File: src/mfhd_pkg.sv
// Shared types, field codes and constant lookup tables for the MPEG audio
// Layer III frame header decoder. No dependencies.
package mfhd_pkg;

    // Header field codes
    localparam logic [10:0] SYNC_PATTERN      = 11'h7FF;
    localparam logic [1:0]  VER_BITS_MPEG25   = 2'b00;
    localparam logic [1:0]  VER_BITS_RESERVED = 2'b01;
    localparam logic [1:0]  VER_BITS_MPEG2    = 2'b10;
    localparam logic [1:0]  VER_BITS_MPEG1    = 2'b11;
    localparam logic [1:0]  LAYER_III         = 2'b01;
    localparam logic [3:0]  BR_IDX_FREE       = 4'd0;
    localparam logic [3:0]  BR_IDX_BAD        = 4'd15;
    localparam logic [1:0]  FS_IDX_BAD        = 2'd3;
    localparam logic [1:0]  MODE_MONO         = 2'd3;

    // Reported version codes (also the table row)
    localparam logic [1:0]  VER_MPEG2  = 2'd0;
    localparam logic [1:0]  VER_MPEG1  = 2'd1;
    localparam logic [1:0]  VER_MPEG25 = 2'd2;

    localparam logic [10:0] MAX_FRAME_LEN = 11'd1441;
    localparam logic [10:0] SAMPLES_LONG  = 11'd1152;
    localparam logic [10:0] SAMPLES_SHORT = 11'd576;
    localparam logic [1:0]  CHAN_MONO     = 2'd1;
    localparam logic [1:0]  CHAN_STEREO   = 2'd2;

    // Bitrate in kbit/s by [version][bitrate index]; free and bad index hold 0
    localparam logic [8:0] KBPS_TAB [0:2][0:15] = '{
        '{9'd0, 9'd8, 9'd16, 9'd24, 9'd32, 9'd40, 9'd48, 9'd56,
          9'd64, 9'd80, 9'd96, 9'd112, 9'd128, 9'd144, 9'd160, 9'd0},
        '{9'd0, 9'd32, 9'd40, 9'd48, 9'd56, 9'd64, 9'd80, 9'd96,
          9'd112, 9'd128, 9'd160, 9'd192, 9'd224, 9'd256, 9'd320, 9'd0},
        '{9'd0, 9'd8, 9'd16, 9'd24, 9'd32, 9'd40, 9'd48, 9'd56,
          9'd64, 9'd80, 9'd96, 9'd112, 9'd128, 9'd144, 9'd160, 9'd0}
    };

    // Sample rate in Hz by [version][rate index]
    localparam logic [15:0] FS_TAB [0:2][0:3] = '{
        '{16'd22050, 16'd24000, 16'd16000, 16'd0},
        '{16'd44100, 16'd48000, 16'd32000, 16'd0},
        '{16'd11025, 16'd12000, 16'd8000,  16'd0}
    };

    // Frame length without padding: floor(144000*kbps/fs), halved for the
    // half-rate versions. Indexed [version][rate index][bitrate index].
    localparam logic [10:0] LEN_TAB [0:2][0:3][0:15] = '{
        '{ // MPEG2
            '{11'd0, 11'd26, 11'd52, 11'd78, 11'd104, 11'd130, 11'd156, 11'd182,
              11'd208, 11'd261, 11'd313, 11'd365, 11'd417, 11'd470, 11'd522, 11'd0},
            '{11'd0, 11'd24, 11'd48, 11'd72, 11'd96, 11'd120, 11'd144, 11'd168,
              11'd192, 11'd240, 11'd288, 11'd336, 11'd384, 11'd432, 11'd480, 11'd0},
            '{11'd0, 11'd36, 11'd72, 11'd108, 11'd144, 11'd180, 11'd216, 11'd252,
              11'd288, 11'd360, 11'd432, 11'd504, 11'd576, 11'd648, 11'd720, 11'd0},
            '{16{11'd0}}
        },
        '{ // MPEG1
            '{11'd0, 11'd104, 11'd130, 11'd156, 11'd182, 11'd208, 11'd261, 11'd313,
              11'd365, 11'd417, 11'd522, 11'd626, 11'd731, 11'd835, 11'd1044, 11'd0},
            '{11'd0, 11'd96, 11'd120, 11'd144, 11'd168, 11'd192, 11'd240, 11'd288,
              11'd336, 11'd384, 11'd480, 11'd576, 11'd672, 11'd768, 11'd960, 11'd0},
            '{11'd0, 11'd144, 11'd180, 11'd216, 11'd252, 11'd288, 11'd360, 11'd432,
              11'd504, 11'd576, 11'd720, 11'd864, 11'd1008, 11'd1152, 11'd1440, 11'd0},
            '{16{11'd0}}
        },
        '{ // MPEG2.5
            '{11'd0, 11'd52, 11'd104, 11'd156, 11'd208, 11'd261, 11'd313, 11'd365,
              11'd417, 11'd522, 11'd626, 11'd731, 11'd835, 11'd940, 11'd1044, 11'd0},
            '{11'd0, 11'd48, 11'd96, 11'd144, 11'd192, 11'd240, 11'd288, 11'd336,
              11'd384, 11'd480, 11'd576, 11'd672, 11'd768, 11'd864, 11'd960, 11'd0},
            '{11'd0, 11'd72, 11'd144, 11'd216, 11'd288, 11'd360, 11'd432, 11'd504,
              11'd576, 11'd720, 11'd864, 11'd1008, 11'd1152, 11'd1296, 11'd1440, 11'd0},
            '{16{11'd0}}
        }
    };

    // Stage 1 -> stage 2
    typedef struct packed {
        logic       vld;
        logic       ok;
        logic [1:0] ver;
        logic [1:0] fs_idx;
        logic [3:0] br_idx;
        logic       pad;
        logic [1:0] mode;
    } parse_t;

    // Stage 2 -> stage 3
    typedef struct packed {
        logic        vld;
        logic        ok;
        logic        free;
        logic [1:0]  ver;
        logic [8:0]  kbps;
        logic [15:0] fs_hz;
        logic [10:0] len_base;
        logic        pad;
        logic [1:0]  mode;
    } lookup_t;

endpackage

File: src/mfhd_parse.sv
// Stage 1: field extraction and header checks.
// Depends on mfhd_pkg.
module mfhd_parse (
    input  logic            aclk,
    input  logic            aresetn,
    input  logic            advance,
    input  logic            in_vld,
    input  logic [31:0]     header_word,
    input  logic            enough_bytes,
    output mfhd_pkg::parse_t parse_out
);

    mfhd_pkg::parse_t parse_reg;
    mfhd_pkg::parse_t parse_next;

    always_comb begin
        logic [1:0] ver_bits;
        logic       ver_ok;
        ver_bits = header_word[20:19];
        ver_ok   = 1'b1;
        parse_next.ver = mfhd_pkg::VER_MPEG2;
        unique case (ver_bits)
            mfhd_pkg::VER_BITS_MPEG25:   parse_next.ver = mfhd_pkg::VER_MPEG25;
            mfhd_pkg::VER_BITS_MPEG2:    parse_next.ver = mfhd_pkg::VER_MPEG2;
            mfhd_pkg::VER_BITS_MPEG1:    parse_next.ver = mfhd_pkg::VER_MPEG1;
            mfhd_pkg::VER_BITS_RESERVED: ver_ok = 1'b0;
            default:                     ver_ok = 1'b0;
        endcase
        parse_next.vld    = in_vld;
        parse_next.fs_idx = header_word[11:10];
        parse_next.br_idx = header_word[15:12];
        parse_next.pad    = header_word[9];
        parse_next.mode   = header_word[7:6];
        parse_next.ok     = enough_bytes
                          && (header_word[31:21] == mfhd_pkg::SYNC_PATTERN)
                          && ver_ok
                          && (header_word[18:17] == mfhd_pkg::LAYER_III)
                          && (header_word[15:12] != mfhd_pkg::BR_IDX_BAD)
                          && (header_word[11:10] != mfhd_pkg::FS_IDX_BAD);
    end

    always_ff @(posedge aclk) begin
        if (!aresetn) begin
            parse_reg.vld <= 1'b0;
        end else if (advance) begin
            parse_reg <= parse_next;
        end
    end

    assign parse_out = parse_reg;

endmodule

File: src/mfhd_lookup.sv
// Stage 2: bitrate, sample rate and frame length table lookups.
// Depends on mfhd_pkg.
module mfhd_lookup (
    input  logic              aclk,
    input  logic              aresetn,
    input  logic              advance,
    input  mfhd_pkg::parse_t  parse_in,
    output mfhd_pkg::lookup_t lookup_out
);

    mfhd_pkg::lookup_t lookup_reg;
    mfhd_pkg::lookup_t lookup_next;

    always_comb begin
        lookup_next.vld      = parse_in.vld;
        lookup_next.ok       = parse_in.ok;
        lookup_next.free     = (parse_in.br_idx == mfhd_pkg::BR_IDX_FREE);
        lookup_next.ver      = parse_in.ver;
        lookup_next.kbps     = mfhd_pkg::KBPS_TAB[parse_in.ver][parse_in.br_idx];
        lookup_next.fs_hz    = mfhd_pkg::FS_TAB[parse_in.ver][parse_in.fs_idx];
        lookup_next.len_base =
            mfhd_pkg::LEN_TAB[parse_in.ver][parse_in.fs_idx][parse_in.br_idx];
        lookup_next.pad      = parse_in.pad;
        lookup_next.mode     = parse_in.mode;
    end

    always_ff @(posedge aclk) begin
        if (!aresetn) begin
            lookup_reg.vld <= 1'b0;
        end else if (advance) begin
            lookup_reg <= lookup_next;
        end
    end

    assign lookup_out = lookup_reg;

endmodule

File: src/mfhd_format.sv
// Stage 3: frame length finish, result zeroing and output register.
// Depends on mfhd_pkg.
module mfhd_format (
    input  logic              aclk,
    input  logic              aresetn,
    input  logic              advance,
    input  mfhd_pkg::lookup_t lookup_in,
    output logic              out_vld,
    output logic              valid_res,
    output logic [10:0]       frame_length,
    output logic              free_format,
    output logic [8:0]        bitrate_kbps,
    output logic [15:0]       sample_rate_hz,
    output logic [1:0]        version_id,
    output logic [10:0]       frame_samples,
    output logic [1:0]        channel_mode,
    output logic [1:0]        channel_count,
    output logic              padding_bit
);

    logic        out_vld_reg;
    logic        valid_res_reg,      valid_res_next;
    logic [10:0] frame_length_reg,   frame_length_next;
    logic        free_format_reg,    free_format_next;
    logic [8:0]  bitrate_kbps_reg,   bitrate_kbps_next;
    logic [15:0] sample_rate_hz_reg, sample_rate_hz_next;
    logic [1:0]  version_id_reg,     version_id_next;
    logic [10:0] frame_samples_reg,  frame_samples_next;
    logic [1:0]  channel_mode_reg,   channel_mode_next;
    logic [1:0]  channel_count_reg,  channel_count_next;
    logic        padding_bit_reg,    padding_bit_next;

    always_comb begin
        valid_res_next      = 1'b0;
        frame_length_next   = '0;
        free_format_next    = 1'b0;
        bitrate_kbps_next   = '0;
        sample_rate_hz_next = '0;
        version_id_next     = '0;
        frame_samples_next  = '0;
        channel_mode_next   = '0;
        channel_count_next  = '0;
        padding_bit_next    = 1'b0;
        if (lookup_in.ok) begin
            valid_res_next      = 1'b1;
            // free format: max length, padding not added
            frame_length_next   = lookup_in.free ? mfhd_pkg::MAX_FRAME_LEN
                                : lookup_in.len_base + {10'd0, lookup_in.pad};
            free_format_next    = lookup_in.free;
            bitrate_kbps_next   = lookup_in.kbps;
            sample_rate_hz_next = lookup_in.fs_hz;
            version_id_next     = lookup_in.ver;
            frame_samples_next  = (lookup_in.ver == mfhd_pkg::VER_MPEG1)
                                ? mfhd_pkg::SAMPLES_LONG : mfhd_pkg::SAMPLES_SHORT;
            channel_mode_next   = lookup_in.mode;
            channel_count_next  = (lookup_in.mode == mfhd_pkg::MODE_MONO)
                                ? mfhd_pkg::CHAN_MONO : mfhd_pkg::CHAN_STEREO;
            padding_bit_next    = lookup_in.pad;
        end
    end

    always_ff @(posedge aclk) begin
        if (!aresetn) begin
            out_vld_reg <= 1'b0;
        end else if (advance) begin
            out_vld_reg        <= lookup_in.vld;
            valid_res_reg      <= valid_res_next;
            frame_length_reg   <= frame_length_next;
            free_format_reg    <= free_format_next;
            bitrate_kbps_reg   <= bitrate_kbps_next;
            sample_rate_hz_reg <= sample_rate_hz_next;
            version_id_reg     <= version_id_next;
            frame_samples_reg  <= frame_samples_next;
            channel_mode_reg   <= channel_mode_next;
            channel_count_reg  <= channel_count_next;
            padding_bit_reg    <= padding_bit_next;
        end
    end

    assign out_vld        = out_vld_reg;
    assign valid_res      = valid_res_reg;
    assign frame_length   = frame_length_reg;
    assign free_format    = free_format_reg;
    assign bitrate_kbps   = bitrate_kbps_reg;
    assign sample_rate_hz = sample_rate_hz_reg;
    assign version_id     = version_id_reg;
    assign frame_samples  = frame_samples_reg;
    assign channel_mode   = channel_mode_reg;
    assign channel_count  = channel_count_reg;
    assign padding_bit    = padding_bit_reg;

endmodule

File: src/mp3_frame_header_decode_unit.sv
// Top level of the MPEG audio Layer III frame header decoder.
// Depends on mfhd_pkg, mfhd_parse, mfhd_lookup and mfhd_format.
//
// s_ channel: one 32-bit header word (first stream byte in bits 31..24)
//   plus s_enough_bytes per item, valid/ready handshake.
// m_ channel: one decoded result per input item, in order, valid/ready.
//   A failed check (sync, reserved version, non-Layer-III, bitrate index
//   15, rate index 3, too few bytes) gives m_valid_res = 0 and every other
//   field zero. Free format reports the maximum frame length of 1441 bytes.
// Timing: three register stages (parse/check, table lookup, format/output).
//   An accepted item moves through the parse, lookup and output registers
//   in turn. One item per cycle is sustained while m_ready stays high; the
//   frame length is a constant table lookup, so there is no divider.
// Reset: aresetn (synchronous, active low) clears the stage valid bits only;
//   the data registers are not reset.
// Stall: while m_valid is high and m_ready low the whole pipeline freezes
//   and s_ready drops; nothing is dropped or repeated, and empty stages do
//   not fill until the output register is taken.
module mp3_frame_header_decode_unit (
    input  logic        aclk,
    input  logic        aresetn,
    // input channel
    input  logic        s_valid,
    output logic        s_ready,
    input  logic [31:0] s_header_word,
    input  logic        s_enough_bytes,
    // result channel
    output logic        m_valid,
    input  logic        m_ready,
    output logic        m_valid_res,
    output logic [10:0] m_frame_length,
    output logic        m_free_format,
    output logic [8:0]  m_bitrate_kbps,
    output logic [15:0] m_sample_rate_hz,
    output logic [1:0]  m_version_id,
    output logic [10:0] m_frame_samples,
    output logic [1:0]  m_channel_mode,
    output logic [1:0]  m_channel_count,
    output logic        m_padding_bit
);

    mfhd_pkg::parse_t  parse_bus;
    mfhd_pkg::lookup_t lookup_bus;
    logic              advance;

    // Whole pipeline moves when the output register is free or being taken
    assign advance = !m_valid || m_ready;
    assign s_ready = advance;

    mfhd_parse u_parse (
        .aclk         (aclk),
        .aresetn      (aresetn),
        .advance      (advance),
        .in_vld       (s_valid),
        .header_word  (s_header_word),
        .enough_bytes (s_enough_bytes),
        .parse_out    (parse_bus)
    );

    mfhd_lookup u_lookup (
        .aclk       (aclk),
        .aresetn    (aresetn),
        .advance    (advance),
        .parse_in   (parse_bus),
        .lookup_out (lookup_bus)
    );

    mfhd_format u_format (
        .aclk           (aclk),
        .aresetn        (aresetn),
        .advance        (advance),
        .lookup_in      (lookup_bus),
        .out_vld        (m_valid),
        .valid_res      (m_valid_res),
        .frame_length   (m_frame_length),
        .free_format    (m_free_format),
        .bitrate_kbps   (m_bitrate_kbps),
        .sample_rate_hz (m_sample_rate_hz),
        .version_id     (m_version_id),
        .frame_samples  (m_frame_samples),
        .channel_mode   (m_channel_mode),
        .channel_count  (m_channel_count),
        .padding_bit    (m_padding_bit)
    );

    // Rejected headers carry all-zero fields
    a_reject_zero: assert property (@(posedge aclk) disable iff (!aresetn)
        (m_valid && !m_valid_res) |-> (m_frame_length == 11'd0
            && m_bitrate_kbps == 9'd0 && m_sample_rate_hz == 16'd0
            && m_frame_samples == 11'd0 && m_channel_count == 2'd0))
        else $error("rejected header with nonzero fields");

    // Accepted headers have a sane length and rate
    a_accept_len: assert property (@(posedge aclk) disable iff (!aresetn)
        (m_valid && m_valid_res) |-> (m_frame_length != 11'd0
            && m_frame_length <= mfhd_pkg::MAX_FRAME_LEN
            && m_sample_rate_hz != 16'd0))
        else $error("accepted header with bad length or rate");

    // Table bitrate present exactly when not free format
    a_free_kbps: assert property (@(posedge aclk) disable iff (!aresetn)
        (m_valid && m_valid_res) |-> ((m_bitrate_kbps == 9'd0) == m_free_format))
        else $error("bitrate and free-format flag disagree");

    // Long frames only for MPEG1
    a_samples_ver: assert property (@(posedge aclk) disable iff (!aresetn)
        (m_valid && m_valid_res) |->
            ((m_frame_samples == mfhd_pkg::SAMPLES_LONG)
             == (m_version_id == mfhd_pkg::VER_MPEG1)))
        else $error("frame samples do not match version");

endmodule
File: config.mk
export PLATFORM = sky130hd
export DESIGN_NAME = mp3_frame_header_decode_unit
export DESIGN_NICKNAME = d
export VERILOG_FILES = /design/src/mfhd_pkg.sv /design/src/mfhd_parse.sv /design/src/mfhd_lookup.sv /design/src/mfhd_format.sv /design/src/mp3_frame_header_decode_unit.sv
export SDC_FILE = /design/constraint.sdc
export NUM_CORES = 1
export LEC_CHECK = 0
export BUFFER_PORTS_ARGS = -buffer_cell sky130_fd_sc_hd__clkbuf_2
export CAP_MARGIN = 15
export CELL_PAD_IN_SITES_DETAIL_PLACEMENT = 0
export CELL_PAD_IN_SITES_GLOBAL_PLACEMENT = 1
export CORE_AREA = 10 10 145 147
export DETAILED_ROUTE_END_ITERATION = 16
export DIE_AREA = 0 0 155 157
export PLACE_DENSITY_LB_ADDON = 0.05
export SYNTH_ARGS = -nofsm -noshare
export SYNTH_HDL_FRONTEND = slang
export SYNTH_SLANG_ARGS = --single-unit
File: constraint.sdc
create_clock -name aclk -period 11.15 [get_ports aclk]
set_input_delay 0.5575 -clock aclk [delete_from_list [all_inputs] [get_ports aclk]]
set_output_delay 0.5575 -clock aclk [all_outputs]
set_load 0.02 [all_outputs]
==> flow_metrics.env <==
export IMPL_internal_power_mw=0.651
export IMPL_nets=588
export IMPL_drive_gt1_share_pct=20.4
export IMPL_skew_ns=0.00797
export IMPL_layout_setup_ws_ns=7.78
export IMPL_syn2layout_area_growth_pct=14.9
export IMPL_crit_buf_inv=1
export IMPL_cts_setup_buffers=0
export IMPL_detail_route_antenna_nets=0
export IMPL_hold_buffers=0
export IMPL_fin_crit_sh_pct=30.3
export IMPL_dp_slack_ns=7.78
export IMPL_p_switching_mw=0.242
export IMPL_synth_top_area_share_pct=51.9
export IMPL_fp_dieW_um=155
export IMPL_num_io_pins=95
export IMPL_grt_max_degree=80
export IMPL_setup_viol=0
export IMPL_diodes=0
export IMPL_synth_cell_types=71
export IMPL_setup_tns_ns=0
export IMPL_utilization_pct=33.4
export IMPL_power_share_switching_pct=27.1
export IMPL_dp_hpwl_um=10300
export IMPL_rr_startpoint="u_parse.parse_out[10]"
export IMPL_arrival_ns=3.42
export IMPL_crit_slowest_cell="edfxtp_1"
export IMPL_syn_area_per_cell_um2=10.9
export IMPL_synth_top_area_cell="edfxtp_1"
export IMPL_r2r_end="u_lookup.lookup_out[6]"
export IMPL_antenna_found_initial=0
export IMPL_cts_root_buf="clkbuf_16"
export IMPL_required_ns=11.20
export IMPL_cts_resized_gates=0
export IMPL_grt_pass1_wl_um=23700
export IMPL_cts_sink_count=95
export IMPL_synthArstFlopShare_pct=0
export IMPL_critical_path_top_delay_family="flip-flops"
export IMPL_synth_area_leaders="edfxtp_1, and2_1, a21oi_1"
export IMPL_clk_pin_slew_ns=0.07
export IMPL_synth_commonest_cells="edfxtp_1, and2_1, nand2_1, nor2_1"
export IMPL_first_global_vias=3958
export IMPL_rr_worst_depth=7
export IMPL_fill_cells=1917
export IMPL_gp_congestion=0.854
export IMPL_largest_reg_flops=39
export IMPL_crit_fanout=16
export IMPL_cpPeakStageDelay_ns=0.80
export IMPL_initial_core_util_pct=29.1
export IMPL_slew_violations=0
export IMPL_ys_flop_type="edfxtp_1"
export IMPL_hold_end="u_parse.parse_out[0]"
export IMPL_power_leakage_nw=2.31
export IMPL_clkLatencyLatePin_ns=0.35
export IMPL_routedWlPerCell_um=19.5
export IMPL_cp_end_kind="flip-flop"
export IMPL_hold_viol_final=0
export IMPL_grt_usage_pct=12.4
export IMPL_outcome="completed"
export IMPL_critPathLaunchType="flip-flop"
export IMPL_rsz0062_at_grt="false"
export IMPL_path_cells="inv_1 -> ha_1 -> or2_1 -> mux4_2 -> a221oi_2 -> and2_1 -> a211oi_1"
export IMPL_drt_wl_total_um=15300
export IMPL_hold_depth=1
export IMPL_clockBufferDepth=2
export IMPL_hold_class="in -> reg"
export IMPL_p_clk_share_pct=35.2
export IMPL_seqPwrFrac_pct=48.6
export IMPL_cts_buffers=9
export IMPL_reg2reg_slack_ns=7.78
export IMPL_relSlewSlack_pct=32.9
export IMPL_die_area_um2=24300
export IMPL_firstDrtPassIters=4
export IMPL_p_comb_share_pct=16.2
export IMPL_path_class="reg -> reg"
export IMPL_hold_path_startpoint="s_header_word[6]"
export IMPL_gr_total_overflow=0
export IMPL_io_buffers=75
export IMPL_cts_htree_levels=3
export IMPL_viasPerCell=5.15
export IMPL_ys_warn_count=0
export IMPL_cts_tree="done"
export IMPL_ys_ff_latch=95
export IMPL_synthCells=491
export IMPL_min_period_ns=3.37
export IMPL_synth_edf_count=92
export IMPL_rows=50
export IMPL_drtIter0Drc=297
export IMPL_synth_seq_area_share_pct=53.0
export IMPL_drc_errors=0
export IMPL_vias=4027
export IMPL_core_area_um2=18300
export IMPL_maxCapViolations=0
export IMPL_power_density_nw_per_um2=146
export IMPL_tightest_slew_ns=1.01
export IMPL_syn_area_um2=5330
export IMPL_max_freq_ghz=0.296
export IMPL_ir_drop_v=0.0000648
export IMPL_die_y_um=157
export IMPL_synth_most_common_cell="edfxtp_1"
## logic make-up (layout without fill, tap and decap cells)
kind of cell	count (synthesis)	in the layout	share of synthesized area, %
flip-flops	95	95	53.0
adder cells (fa/ha/maj)	8	8	1.88
multiplexers	13	13	2.72
buffers and inverters	66	113	6.27
XOR/XNOR	12	12	1.97
AO/OA/AOI/OAI	136	136	17.9
other	1	11	0.0704
AND/OR/NAND/NOR	160	160	16.2
## cell type report
cell class,count,area (um2),area share (%)
flip-flops and latches,95,2820,46.1
multi-input cells,340,2220,36.2
repair buffers,82,428,6.99
well taps,234,293,4.78
clock buffers,11,243,3.96
clock inverters,5,63.8,1.04
inverters,15,56.3,0.920
## power by group through the flow
| stage | Combinational [mW] | Clock (mW) | Sequential, mW |
|---|---|---|---|
| floorplan | 0.0908 | 0 | 0.452 |
| global placement | 0.145 | 0 | 0.441 |
| detailed placement | 0.143 | 0 | 0.442 |
| CTS | 0.144 | 0.326 | 0.434 |
| global route | 0.158 | 0.342 | 0.437 |
| finish | 0.144 | 0.314 | 0.434 |
## layout by cell type (no fill, tap or decap), types with 10 or more instances in the layout
| cell | instances |
|---|---|
| and2_1 | 32 |
| o21ai_0 | 26 |
| clkbuf_2 | 75 |
| inv_1 | 13 |
| a21oi_1 | 26 |
| mux2i_1 | 10 |
| nand2_1 | 30 |
| nor2_1 | 28 |
| edfxtp_1 | 92 |
| nand2b_1 | 16 |
| conb_1 | 11 |
| nand3_1 | 10 |
## metal layers
metal | track usage (%) | routed length, um | up-vias
met5 | 0 | 0 | -
met4 | 4.14 | 260 | 0
met3 | 2.57 | 933 | 13
met2 | 18.9 | 6870 | 123
met1 | 17.0 | 7200 | 1972
li1 | - | - | 1919
## worst max-delay path by stage
stage / from / to / slack (ns) / cells past startpoint
2_1_floorplan: m_ready / u_format.bitrate_kbps[3] / 5.87 / 2
3_3_place_gp: u_parse.parse_out[10] / u_lookup.lookup_out[6] / 7.74 / 7
3_5_place_dp: u_parse.parse_out[10] / u_lookup.lookup_out[6] / 7.78 / 7
4_1_cts: u_parse.parse_out[10] / u_lookup.lookup_out[8] / 7.77 / 7
5_1_grt: u_parse.parse_out[10] / u_lookup.lookup_out[8] / 7.59 / 7
6_report: u_parse.parse_out[10] / u_lookup.lookup_out[6] / 7.78 / 7
## stage by stage
step	hold slack (ns)	cell area, um2	power (mW)	instances
4_1_cts	0.367	6120	0.904	782
5_1_grt	0.370	6120	0.937	782
3_5_place_dp	0.407	5820	0.586	766
6_report	0.384	6120	0.893	782
3_3_place_gp	0.401	5820	0.586	766
2_1_floorplan	0.400	5370	0.543	501
No activity file was read; power rests on OpenSTA's default activity.
